==> src/nlp_pkg.sv <==
// ----------------------------------------------------------------------------
// nlp_pkg
// Shared types and constants for the next lexicographic permutation block.
// ----------------------------------------------------------------------------
`timescale 1ns / 1ps
`default_nettype none

package nlp_pkg;

   localparam int ELEM_W = 16;

   // Sequencer states
   typedef enum logic [3:0] {
      ST_LOAD,
      ST_SCAN_RD,
      ST_SCAN_CMP,
      ST_FIND_RD,
      ST_FIND_CMP,
      ST_SWAP_J,
      ST_SWAP_P,
      ST_REV_CHK,
      ST_REV_RD_LO,
      ST_REV_RD_HI,
      ST_REV_WR_LO,
      ST_REV_WR_HI,
      ST_EMIT_RD,
      ST_EMIT_OUT
   } state_type;

   typedef logic signed [ELEM_W-1:0] elem_type;

   // Result flags, highest bit first on the tuser port
   typedef struct packed {
      logic overflow;
      logic found;
   } flags_type;

endpackage : nlp_pkg

`default_nettype wire

==> src/nlp_ram.sv <==
// ----------------------------------------------------------------------------
// nlp_ram
// Element store: one write port, one read port with registered read data.
// ----------------------------------------------------------------------------
`timescale 1ns / 1ps
`default_nettype none

module nlp_ram #(
   parameter int DEPTH = 16,
   parameter int IDX_W = 4
) (
   input  wire logic                      clock,
   input  wire logic                      wr_en,
   input  wire logic [IDX_W-1:0]          wr_addr,
   input  wire nlp_pkg::elem_type         wr_data,
   input  wire logic                      rd_en,
   input  wire logic [IDX_W-1:0]          rd_addr,
   output nlp_pkg::elem_type              rd_data
);
   import nlp_pkg::*;

   elem_type mem [DEPTH];
   elem_type rd_data_ff;

   always_ff @(posedge clock) begin
      if (wr_en) begin
         mem[wr_addr] <= wr_data;
      end
      if (rd_en) begin
         rd_data_ff <= mem[rd_addr];
      end
   end

   assign rd_data = rd_data_ff;

endmodule : nlp_ram

`default_nettype wire

==> src/next_lexicographic_permutation_top.sv <==
// ----------------------------------------------------------------------------
// next_lexicographic_permutation_top
// Loads a sequence of signed elements and emits its next lexicographic
// permutation, one element per transfer.
// ----------------------------------------------------------------------------
// Usage
//   req_*: one element per transfer, tlast marks the final element. At most
//          MAX_LEN elements are kept; further ones are dropped and the
//          overflow flag is raised for the whole result frame.
//   rsp_*: the permuted sequence in order, tlast on the final element, tuser
//          carries {overflow, found}. found is clear when the input was
//          already the greatest arrangement; it is then returned unchanged.
// Operation (all accesses go through the element store's one read and one write port)
//   Loading accepts one element per cycle and req_tready stays high.
//   After the final element the block drops req_tready and runs its
//   sequencer: pivot scan with a read and a compare per element looked
//   at, search for the swap partner likewise, swap of partner and pivot,
//   suffix reversal with a check, two reads and two writes per swapped
//   pair plus one closing check, then a read and an output per element.
//   The sequencer shares the one signed comparator and the single read
//   port between its steps.
// Reset clears the element count, overflow flag and sequencer; the store
// itself is not cleared. A stall on rsp_tready simply holds the current
// result; the sequencer waits and req_tready stays low until the frame ends.
// ----------------------------------------------------------------------------
`timescale 1ns / 1ps
`default_nettype none

module next_lexicographic_permutation_top #(
   parameter int MAX_LEN = 16
) (
   input  wire logic         clock,
   input  wire logic         reset,
   // request channel
   input  wire logic         req_tvalid,
   output logic              req_tready,
   input  wire logic [15:0]  req_tdata,   // [15:0] elem_value
   input  wire logic         req_tlast,   // is_last
   // result channel
   output logic              rsp_tvalid,
   input  wire logic         rsp_tready,
   output logic [15:0]       rsp_tdata,   // [15:0] out_value
   output logic [1:0]        rsp_tuser,   // [0] found, [1] overflow
   output logic              rsp_tlast    // out_last
);
   import nlp_pkg::*;

   localparam int IDX_W = (MAX_LEN > 1) ? $clog2(MAX_LEN) : 1;
   localparam int CNT_W = $clog2(MAX_LEN + 1);
   localparam logic [CNT_W-1:0] CNT_MAX = CNT_W'(MAX_LEN);
   localparam logic [CNT_W-1:0] CNT_ONE = CNT_W'(1);
   localparam logic [CNT_W-1:0] CNT_TWO = CNT_W'(2);
   localparam logic [IDX_W-1:0] IDX_ONE = IDX_W'(1);
   localparam logic [IDX_W-1:0] IDX_ZERO = '0;

   // control state
   state_type         state_ff, state_in;
   logic [CNT_W-1:0]  cnt_ff, cnt_in;
   flags_type         flags_ff, flags_in;
   logic              first_ff, first_in;
   // working registers
   logic [IDX_W-1:0]  idx_ff, idx_in;    // scan / search / low / emit index
   logic [IDX_W-1:0]  hi_ff, hi_in;      // high end during reversal
   logic [IDX_W-1:0]  piv_ff, piv_in;    // pivot position
   elem_type          pval_ff, pval_in;  // pivot value
   elem_type          cur_ff, cur_in;    // held element

   // store port
   logic              wr_en, rd_en;
   logic [IDX_W-1:0]  wr_addr, rd_addr;
   elem_type          wr_data, rd_data;

   // shared signed comparator
   elem_type          cmp_a, cmp_b;
   logic              cmp_lt;

   logic              req_xfer, rsp_xfer;
   logic [CNT_W-1:0]  cnt_new;
   logic [IDX_W-1:0]  last_idx;

   nlp_ram #(
      .DEPTH (MAX_LEN),
      .IDX_W (IDX_W)
   ) u_ram (
      .clock   (clock),
      .wr_en   (wr_en),
      .wr_addr (wr_addr),
      .wr_data (wr_data),
      .rd_en   (rd_en),
      .rd_addr (rd_addr),
      .rd_data (rd_data)
   );

   assign req_tready = (state_ff == ST_LOAD);
   assign rsp_tvalid = (state_ff == ST_EMIT_OUT);
   assign req_xfer   = req_tvalid & req_tready;
   assign rsp_xfer   = rsp_tvalid & rsp_tready;

   assign last_idx   = IDX_W'(cnt_ff - CNT_ONE);
   assign cnt_new    = (cnt_ff < CNT_MAX) ? cnt_ff + CNT_ONE : cnt_ff;

   assign rsp_tdata  = rd_data;
   assign rsp_tuser  = flags_ff;
   assign rsp_tlast  = (idx_ff == last_idx);

   // Scan asks "rd < held", the partner search asks "pivot < rd".
   always_comb begin
      if (state_ff == ST_FIND_CMP) begin
         cmp_a = pval_ff;
         cmp_b = rd_data;
      end else begin
         cmp_a = rd_data;
         cmp_b = cur_ff;
      end
      cmp_lt = (cmp_a < cmp_b);
   end

   always_ff @(posedge clock) begin
      if (reset) begin
         state_ff <= ST_LOAD;
         cnt_ff   <= '0;
         flags_ff <= '0;
         first_ff <= 1'b0;
      end else begin
         state_ff <= state_in;
         cnt_ff   <= cnt_in;
         flags_ff <= flags_in;
         first_ff <= first_in;
      end
   end

   always_ff @(posedge clock) begin
      idx_ff  <= idx_in;
      hi_ff   <= hi_in;
      piv_ff  <= piv_in;
      pval_ff <= pval_in;
      cur_ff  <= cur_in;
   end

   always_comb begin
      state_in = state_ff;
      cnt_in   = cnt_ff;
      flags_in = flags_ff;
      first_in = first_ff;
      idx_in   = idx_ff;
      hi_in    = hi_ff;
      piv_in   = piv_ff;
      pval_in  = pval_ff;
      cur_in   = cur_ff;
      wr_en    = 1'b0;
      wr_addr  = idx_ff;
      wr_data  = pval_ff;
      rd_en    = 1'b0;
      rd_addr  = idx_ff;

      case (state_ff)
         ST_LOAD: begin
            if (req_xfer) begin
               if (cnt_ff < CNT_MAX) begin
                  wr_en   = 1'b1;
                  wr_addr = IDX_W'(cnt_ff);
                  wr_data = elem_type'(req_tdata);
               end else begin
                  flags_in.overflow = 1'b1;
               end
               cnt_in = cnt_new;
               if (req_tlast) begin
                  flags_in.found = 1'b0;
                  first_in       = 1'b1;
                  if (cnt_new < CNT_TWO) begin
                     idx_in   = IDX_ZERO;
                     state_in = ST_EMIT_RD;
                  end else begin
                     idx_in   = IDX_W'(cnt_new - CNT_ONE);
                     state_in = ST_SCAN_RD;
                  end
               end
            end
         end

         ST_SCAN_RD: begin
            rd_en    = 1'b1;
            state_in = ST_SCAN_CMP;
         end

         ST_SCAN_CMP: begin
            if (first_ff) begin
               cur_in   = rd_data;
               first_in = 1'b0;
               idx_in   = idx_ff - IDX_ONE;
               state_in = ST_SCAN_RD;
            end else if (cmp_lt) begin
               // rising pair found: this is the pivot
               piv_in         = idx_ff;
               pval_in        = rd_data;
               flags_in.found = 1'b1;
               idx_in         = last_idx;
               state_in       = ST_FIND_RD;
            end else if (idx_ff == IDX_ZERO) begin
               state_in = ST_EMIT_RD;
            end else begin
               cur_in   = rd_data;
               idx_in   = idx_ff - IDX_ONE;
               state_in = ST_SCAN_RD;
            end
         end

         ST_FIND_RD: begin
            rd_en    = 1'b1;
            state_in = ST_FIND_CMP;
         end

         ST_FIND_CMP: begin
            if (cmp_lt) begin
               cur_in   = rd_data;
               state_in = ST_SWAP_J;
            end else begin
               idx_in   = idx_ff - IDX_ONE;
               state_in = ST_FIND_RD;
            end
         end

         ST_SWAP_J: begin
            wr_en    = 1'b1;
            wr_addr  = idx_ff;
            wr_data  = pval_ff;
            state_in = ST_SWAP_P;
         end

         ST_SWAP_P: begin
            wr_en    = 1'b1;
            wr_addr  = piv_ff;
            wr_data  = cur_ff;
            idx_in   = piv_ff + IDX_ONE;
            hi_in    = last_idx;
            state_in = ST_REV_CHK;
         end

         ST_REV_CHK: begin
            if (idx_ff < hi_ff) begin
               state_in = ST_REV_RD_LO;
            end else begin
               idx_in   = IDX_ZERO;
               state_in = ST_EMIT_RD;
            end
         end

         ST_REV_RD_LO: begin
            rd_en    = 1'b1;
            state_in = ST_REV_RD_HI;
         end

         ST_REV_RD_HI: begin
            cur_in   = rd_data;
            rd_en    = 1'b1;
            rd_addr  = hi_ff;
            state_in = ST_REV_WR_LO;
         end

         ST_REV_WR_LO: begin
            wr_en    = 1'b1;
            wr_addr  = idx_ff;
            wr_data  = rd_data;
            state_in = ST_REV_WR_HI;
         end

         ST_REV_WR_HI: begin
            wr_en    = 1'b1;
            wr_addr  = hi_ff;
            wr_data  = cur_ff;
            idx_in   = idx_ff + IDX_ONE;
            hi_in    = hi_ff - IDX_ONE;
            state_in = ST_REV_CHK;
         end

         ST_EMIT_RD: begin
            rd_en    = 1'b1;
            state_in = ST_EMIT_OUT;
         end

         ST_EMIT_OUT: begin
            if (rsp_xfer) begin
               if (idx_ff == last_idx) begin
                  cnt_in   = '0;
                  flags_in = '0;
                  state_in = ST_LOAD;
               end else begin
                  idx_in   = idx_ff + IDX_ONE;
                  state_in = ST_EMIT_RD;
               end
            end
         end

         default: begin
            state_in = ST_LOAD;
         end
      endcase
   end

endmodule : next_lexicographic_permutation_top

`default_nettype wire

==> config.mk <==
export PLATFORM = sky130hd
export DESIGN_NAME = next_lexicographic_permutation_top
export DESIGN_NICKNAME = d
export VERILOG_FILES = /design/src/nlp_pkg.sv /design/src/nlp_ram.sv /design/src/next_lexicographic_permutation_top.sv
export SDC_FILE = /design/constraint.sdc
export NUM_CORES = 1
export LEC_CHECK = 0
export ABC_AREA = 1
export BUFFER_PORTS_ARGS = -buffer_cell sky130_fd_sc_hd__buf_4
export CELL_PAD_IN_SITES_DETAIL_PLACEMENT = 2
export CELL_PAD_IN_SITES_GLOBAL_PLACEMENT = 2
export CORE_MARGIN = 2
export CORE_UTILIZATION = 48
export CTS_BUF_LIST = sky130_fd_sc_hd__clkbuf_8
export DETAILED_ROUTE_END_ITERATION = 7
export GPL_ROUTABILITY_DRIVEN = 0
export PLACE_DENSITY_LB_ADDON = 0.1
export SLEW_MARGIN = 20
export SYNTH_ARGS = -nofsm -noshare
export SYNTH_HDL_FRONTEND = slang
export SYNTH_SLANG_ARGS = --single-unit
==> constraint.sdc <==
create_clock -name clock -period 9 [get_ports clock]
set_input_delay 0 -clock clock [delete_from_list [all_inputs] [get_ports clock]]
set_output_delay 0 -clock clock [all_outputs]
set_load 0.005 [all_outputs]
==> impl_results.md, run 1 <==
* Worst Clk Skew at 0.0204 ns
* Logic pwr share at 0.463
* Clock-pin transition on the worst setup and hold timing paths at about 0.060 ns
* Vias in the first global route at between 10000 and 15000
* Worst R2R Path Depth at 17
* Sw frac at 0.463
* Area grow syn2layout at 14.2%
* Critical Path Sink Type: flip-flop
* Detailed Route WL at between 50000 and 60000 um
* Pins Over Slew Limit at 0
* Hold Startpoint: req_tdata[2]
* Internal at between 4 and 5 mW
* Seq/Total Area, Yosys at 0.669
* Die width at roughly 180 um
* Worst hold path endpoint: u_ram.mem[6][2]
* Syn Inst Count at 1229
* CTS buffer count at 55
* DR iter-0 viols at roughly 1200
* GRT busiest layer: met2
* Antenna violations before repair at 4
* Synthesized area at 14500 um^2
* Req. time, crit path at 9.49 ns
* CTS max path bufs at 3
* Largest net degree at the start of global routing at 87
* CP max stage delay at around 0.70 ns
* First-pass GRT wire length at a little over 80000 um
* Non-filler cells, final at between 1500 and 2000
* Switching power at about 3.5 mW
* Max cap viols at 0
* Initial Util at 0.490
* Fraction of layout cells with a size suffix above 1 at 0.157
* Syn nets at about 1300
* GR Util met2 at 0.608
* Final setup violation count at 0
* Reg2Reg Setup Slack at roughly 4.3 ns
* Sink Count at between 300 and 400
* Via count at around 11000
* Die Y at between 150 and 200 um
* # DRC at 0
* Worst R2R End: state_ff[0]
* Post-synthesis register bit count at between 300 and 400
* DRT antenna net count at 0
* Unique masters post-synth at 47
* Final worst-path cycle share at 0.520
* Maximum vdd drop at approximately 0.29 mV
* Startpoint Class: flip-flop
* IO buf count at 41
* Peak Freq at around 210 MHz
* Sequential group share of total power at 0.362
* Fin area at 16600 um^2
* Met1 Use GR at 0.440
* Post-place setup slack at roughly 4.5 ns
* Most used cell, CP: nand2_1
* Root Driver: clkbuf_8
* PD cells at 454 nW/um^2
* Number of cell rows at 63
* Worst-Margin Slew at about 1.1 ns
* Final min period at about 4.7 ns
* Ys Warns at 0
* Status: finished clean
* TritonRoute pass-1 iters at 5
* Worst R2R Start: state_ff[2]
* Hold Crit Class: input pin to flip-flop
* GRT Total Usage at 0.358
* Clk Latency, worst-skew pair at between 0.6 and 0.7 ns
* Critical-path cell list: inv_1 > nor2_1 > nand2_2 > inv_1 > o21ai_0 > ha_1 > a21oi_1 > o21ai_0 > a21oi_1 > nand2_1 > nand2_1 > nand2_2 > o21bai_1 > nand2_1 > nand2_1 > a21oi_1 > dlygate4sd3_1
* Hold Violations, Final at 0
* Arr. time, crit path at 5.17 ns
* DR WL/cell at 31.8 um
* Leakage at ~6.0 nW
* Post-CTS setup buffers at 0
* DIE AREA at between 30000 and 40000 um^2
* CTS tree: built
* Avg Inst Size Synth at roughly 12 um^2
* Sum Neg Setup Slack at 0 ns
* GRT Residual Overflow at 0
* # IOs at 42
* Clock Power Share at 0.175
* Final nets at 1365
* Final Worst Setup Slack at 4.32 ns
* Critical path's top delay family: simple AND/OR/NAND/NOR gates
* H-tree levels at 2
* Post-DR vias/cell at 6.42
* Placed inst area at ~15000 um^2
* Worst-path maximum fanout at 48
* CP Buf/Inv Count at 3
* Hold Path Stages at 4
* Worst rel slew slack at 0.255
* DP HPWL at 32300 um
* Crit Path Class: flip-flop to flip-flop
* CORE AREA at 29700 um^2
* Final Util at 0.559
* Placed Cells at 1635
* RSZ-0062 raised after global routing: no
* Crit-path slowest cell: nand2_2
* GR met3 Demand/Resource at 0.0744
[cell usage after synthesis, drive strengths merged]
master | n | area share
clkbuf | 28 | 0.0073
inv | 84 | 0.022
mux2i | 14 | 0.0096
edfxtp | 316 | 0.65
a221oi | 2 | 0.0012
o21ai | 177 | 0.062
nor4 | 1 | 0.00043
xnor2 | 3 | 0.0018
or2 | 1 | 0.00043
o21a | 3 | 0.0015
a21oi | 27 | 0.010
a22oi | 16 | 0.0083
nor2 | 183 | 0.052
a211oi | 7 | 0.0036
nor3b | 1 | 0.00052
buf | 34 | 0.013
o211ai | 37 | 0.019
nand3 | 32 | 0.011
o22ai | 23 | 0.0099
o21bai | 1 | 0.00052
o221ai | 44 | 0.026
nand2 | 131 | 0.034
a31oi | 2 | 0.00086
xor2 | 9 | 0.0054
clkinv | 1 | 0.00026
nand4 | 7 | 0.0030
nor3 | 6 | 0.0024
nand3b | 1 | 0.00052
ha | 25 | 0.022
a21boi | 1 | 0.00052
dfxtp | 12 | 0.017
[placed cells by master (no fill, tap or decap), types with 25 or more instances in the layout]
cell type,netlist,routed
inv_1,65,73
o21ai_0,100,100
edfxtp_1,316,316
nand3_1,31,31
nand2_1,128,127
a21oi_1,25,25
o21ai_1,71,71
ha_1,25,25
o221ai_1,44,43
clkbuf_8,0,56
nor2_1,172,156
o211ai_1,36,36
buf_4,3,79
[tightest hold or removal path, delay by kind of cell]
kind | cells | cell delay [ns]
buffers and inverters | 2 | 0.35
AND/OR/NAND/NOR | 1 | 0.05
AO/OA/AOI/OAI | 1 | 0.09
[per-layer routing]
layer	vias to the layer above	part of all wire
li1	4714	-
met1	5797	0.39
met2	563	0.49
met3	181	0.079
met4	0	0.047
met5	-	0
[kinds of logic (layout without fill, tap and decap cells)]
| kind of cell | count (synthesis) | in the layout | share of synthesized area |
|---|---|---|---|
| simple gates | 363 | 363 | 0.105 |
| compound gates | 340 | 340 | 0.145 |
| flops | 328 | 328 | 0.669 |
| buf+inv | 147 | 278 | 0.0427 |
| fa+ha+maj | 25 | 25 | 0.0215 |
| mux | 14 | 14 | 0.00963 |
| xor+xnor | 12 | 12 | 0.00723 |
| other cells | 0 | 2 | 0 |
[flip-flops by register name, indices dropped and copies added, names as in the netlist]
| signal | flops |
|---|---|
| rsp_tuser | 2 |
| cnt_ff | 5 |
| pval_ff | 16 |
| piv_ff | 4 |
| u_ram.rd_data | 16 |
| hi_ff | 4 |
| first_ff | 1 |
| u_ram.mem | 256 |
| idx_ff | 4 |
| state_ff | 4 |
| cur_ff | 16 |
[what timing repair did]
action | 4_1_cts | 5_1_grt
hold buffers | 14 | 0
resized for setup | 0 | 0
endpoints found under the hold margin | 98 | 0
[through the flow]
stage / power [mW] / hold WS [ns]
final: 7.55 / 0.0426
after global routing: 7.88 / 0.0607
after CTS: 7.46 / 0.00357
after detailed placement: 6.01 / 0.279
after global placement: 5.66 / 0.274
after floorplan: 4.56 / 0.169
[worst max path at each step]
| stage | cells after the start | from | slack, ns | to |
|---|---|---|---|---|
| final | 17 | state_ff[2] | 4.32 | state_ff[0] |
| after global routing | 17 | state_ff[2] | 4.02 | state_ff[0] |
| after CTS | 16 | state_ff[2] | 4.48 | cur_ff[7] |
| after detailed placement | 16 | state_ff[2] | 4.53 | cur_ff[8] |
| after floorplan | 17 | state_ff[0] | 4.93 | cur_ff[0] |
| after global placement | 16 | state_ff[2] | 4.79 | cur_ff[8] |
[layout make-up]
| cell class | count | area [um^2] |
|---|---|---|
| multi-input combinational | 754 | 4290 |
| antenna | 2 | 5.00 |
| clock inverter | 42 | 268 |
| tap | 390 | 488 |
| fill | 2782 | 13100 |
| timing repair buffer | 95 | 749 |
| clock buffer | 56 | 771 |
| inverter | 85 | 320 |
| sequential | 328 | 9730 |
[power by group through the flow]
stage                     clock (mW)  combinational (mW)  sequential, mW
after floorplan                    0                1.93            2.64
after global placement             0                2.97            2.70
after detailed placement           0                3.27            2.74
after CTS                       1.34                3.40            2.73
after global routing            1.39                3.73            2.75
final                           1.33                3.49            2.73
Note: power is estimated with default switching activity, not from simulation.
==> inputs of run 2 (changes only) <==
Settings changed: CORE_UTILIZATION 48 to 40.
Clock period 9 ns to 4.3 ns, I/O delays scaled along.
==> run 2 against run 1 <==
Global-route usage down 11 points. Largest cell class unchanged. Sequential power up 110%. Flip-flop and latch count unchanged. Register-to-register slack worse by 3.9 ns.
==> impl_results.md, run 2 (synthesis results as in run 1) <==
* Worst-Margin Slew at 1.01 ns (-0.0994 ns)
* Area grow syn2layout at 15.6%
* Fraction of layout cells with a size suffix above 1 at 0.162 (+0.00424)
* Die width at 195 um (+9.3%)
* Register Area at 9730 um^2 (unchanged)
* Reg2Reg Setup Slack at 0.44 ns (-3.88 ns)
* Initial Util at 0.408 (-0.0815)
* Worst hold slack at 0.0180 ns (-0.0246 ns)
* Detailed Route WL at 47000 um (-16%)
* Leakage at 6.08 nW (+1.9%)
* Non-filler cells, final at 1841 (+5.1%)
* CP max stage delay at 0.55 ns (-0.15 ns)
* Die Y at 195 um (+9.3%)
* Arr. time, crit path at 4.43 ns (-0.74 ns)
* Clock-pin transition on the worst setup and hold timing paths at 0.06 ns (about the same)
* Antenna diodes at 0 (-2)
* Largest register by flop count: u_ram.mem
* Maximum vdd drop at 0.458 mV (+57%)
* Multi-input logic area at 4270 um^2 (-0.38%)
* Largest register FFs at 256 (unchanged)
* DRT antenna net count at 0 (unchanged)
* GRT Residual Overflow at 0 (unchanged)
* Hold Crit Class: input pin to flip-flop
* DR iter-0 viols at 581 (-53%)
* Hold Violations, Final at 0 (unchanged)
* Worst R2R Path Depth at 18 (+1)
* TritonRoute pass-1 iters at 5 (unchanged)
* Sum Neg Setup Slack at 0 ns (unchanged)
* PD cells at 901 nW/um^2 (+98%)
* Crit Path Class: flip-flop to flip-flop
* Hold Startpoint: req_tdata[3]
* Post-place setup slack at 0.441 ns (-4.08 ns)
* Peak Freq at 259 MHz (+21%)
* Worst-path maximum fanout at 27 (-44%)
* # IOs at 42 (unchanged)
* Worst hold path endpoint: u_ram.mem[3][3]
* Pins Over Slew Limit at 0 (unchanged)
* CP Buf/Inv Count at 3 (unchanged)
* Antenna violations before repair at 1 (-3)
* Commonest non-fill, non-tap cell in the layout: edfxtp_1
* Sink Count at 328 (unchanged)
* CTS tree: built
* RSZ-0062 raised after global routing: no
* Worst R2R End: rsp_tuser[0]
* Hold Path Stages at 3 (-1)
* Startpoint Class: flip-flop
* GRT Total Usage at 0.251 (-0.107)
* Final setup violation count at 0 (unchanged)
* DP HPWL at 30200 um (-6.5%)
* # DRC at 0 (unchanged)
* Design Power at 15.1 mW (+100%)
* Final nets at 1382 (+1.2%)
* Final Worst Setup Slack at 0.436 ns (-3.88 ns)
* Vias in the first global route at 11400 (-8.2%)
* Root Driver: clkbuf_8
* Crit-path slowest cell: dlygate4sd3_1
* Worst rel slew slack at 0.324 (+0.0689)
* Stages on worst setup path at 18 (+1)
* CORE AREA at 35700 um^2 (+20%)
* Critical Path Sink Type: flip-flop
* Worst R2R Start: state_ff[2]
* Critical-path cell list: inv_1 > nor2_1 > nand2_4 > buf_4 > o21ai_0 > ha_1 > a21oi_1 > o21ai_0 > a21oi_1 > nand2_1 > nand2_1 > nand2_2 > nand2_2 > nand2_1 > nand2_1 > nand2_1 > a21oi_1 > dlygate4sd3_1
* H-tree levels at 2 (unchanged)
* Status: finished clean
* CTS buffer count at 56 (+1.8%)
* Worst Clk Skew at 0.0356 ns (+0.0151 ns)
* # fillers at 3663 (+32%)
* Clk Latency, worst-skew pair at 0.66 ns (+0.05 ns)
* Largest net degree at the start of global routing at 129 (+48%)
* Critical path's top delay family: simple AND/OR/NAND/NOR gates
* First-pass GRT wire length at 71100 um (-13%)
* Commonest non-fill, non-tap cells in the layout: edfxtp_1, nor2_1, nand2_1
* Post-CTS setup buffers at 0 (unchanged)
* DIE AREA at 37900 um^2 (+20%)
* Placed Cells at 1719 (+5.1%)
* Max cap viols at 0 (unchanged)
* CTS max path bufs at 3 (unchanged)
* Final min period at 3.86 ns (-0.818 ns)
* Number of cell rows at 69 (+9.5%)
* Via count at 10400 (-7.3%)
* IO buf count at 41 (unchanged)
* Most used cell, CP: nand2_1
* Req. time, crit path at 4.87 ns (-4.62 ns)
* Final worst-path cycle share at 0.899 (+0.378)
* DR WL/cell at 25.5 um (-20%)
* Post-DR vias/cell at 5.67 (-12%)
==> run 2: cell types whose count changed in the layout (fill, tap and decap cells not counted), sizes merged <==
cell / previous run / this run
clkinv: 32 / 24
buf: 81 / 92
diode: 2 / 0
bufinv: 3 / 0
inv: 92 / 105
dlygate4sd3: 14 / 18
clkbuf: 56 / 59
==> run 2: how the worst max path moves through the flow <==
stage / startpoint / to / slack [ns]
2_1_floorplan: state_ff[0] / cur_ff[0] / 0.23
3_3_place_gp: state_ff[2] / pval_ff[5] / 0.67
3_5_place_dp: state_ff[2] / cur_ff[8] / 0.44
4_1_cts: state_ff[2] / rsp_tuser[0] / 0.37
5_1_grt: state_ff[2] / rsp_tuser[0] / 0.11
6_report: state_ff[2] / rsp_tuser[0] / 0.44
==> run 2: worst min-delay path, stage by stage <==
cell	delay (ns)
buf_4	0.08
nand2_1	0.06
o211ai_1	0.31
==> run 2: where the power goes <==
| part | leakage (nW) | internal, mW | switching (mW) |
|---|---|---|---|
| clock network | 0.587 | 1.26 | 1.32 |
| logic | 2.53 | 1.96 | 4.97 |
| registers | 2.97 | 5.20 | 0.435 |
| total | 6.08 | 8.41 | 6.73 |
==> run 2: per-stage QoR <==
step	util	cell area, um^2
after detailed placement	0.438	15600
after global placement	0.438	15600
after CTS	0.471	16800
final	0.471	16800
after floorplan	-	14500
after global routing	0.471	16800
==> run 2: per-layer routing <==
metal / vias up / wire length (um) / track usage / share of wire
met2: 218 / 23400 / 0.434 / 0.50
met4: 0 / 1100 / 0.0806 / 0.023
li1: 4749 / - / - / -
met5: - / 0 / 0 / 0
met1: 5399 / 20800 / 0.330 / 0.44
met3: 73 / 1700 / 0.0330 / 0.036
==> run 2: area by class of cell <==
cell class                 instances  area share
multi-input combinational        754       0.254
sequential                       328       0.579
timing repair buffer             111      0.0545
tap                              461      0.0343
clock buffer                      58      0.0475
inverter                          85      0.0191
clock inverter                    44      0.0118
==> run 2: timing repair <==
item	CTS	global route
setup endpoints to repair	0	1
endpoints found under the hold margin	151	3
gates resized for setup	0	1
hold buffers	17	1
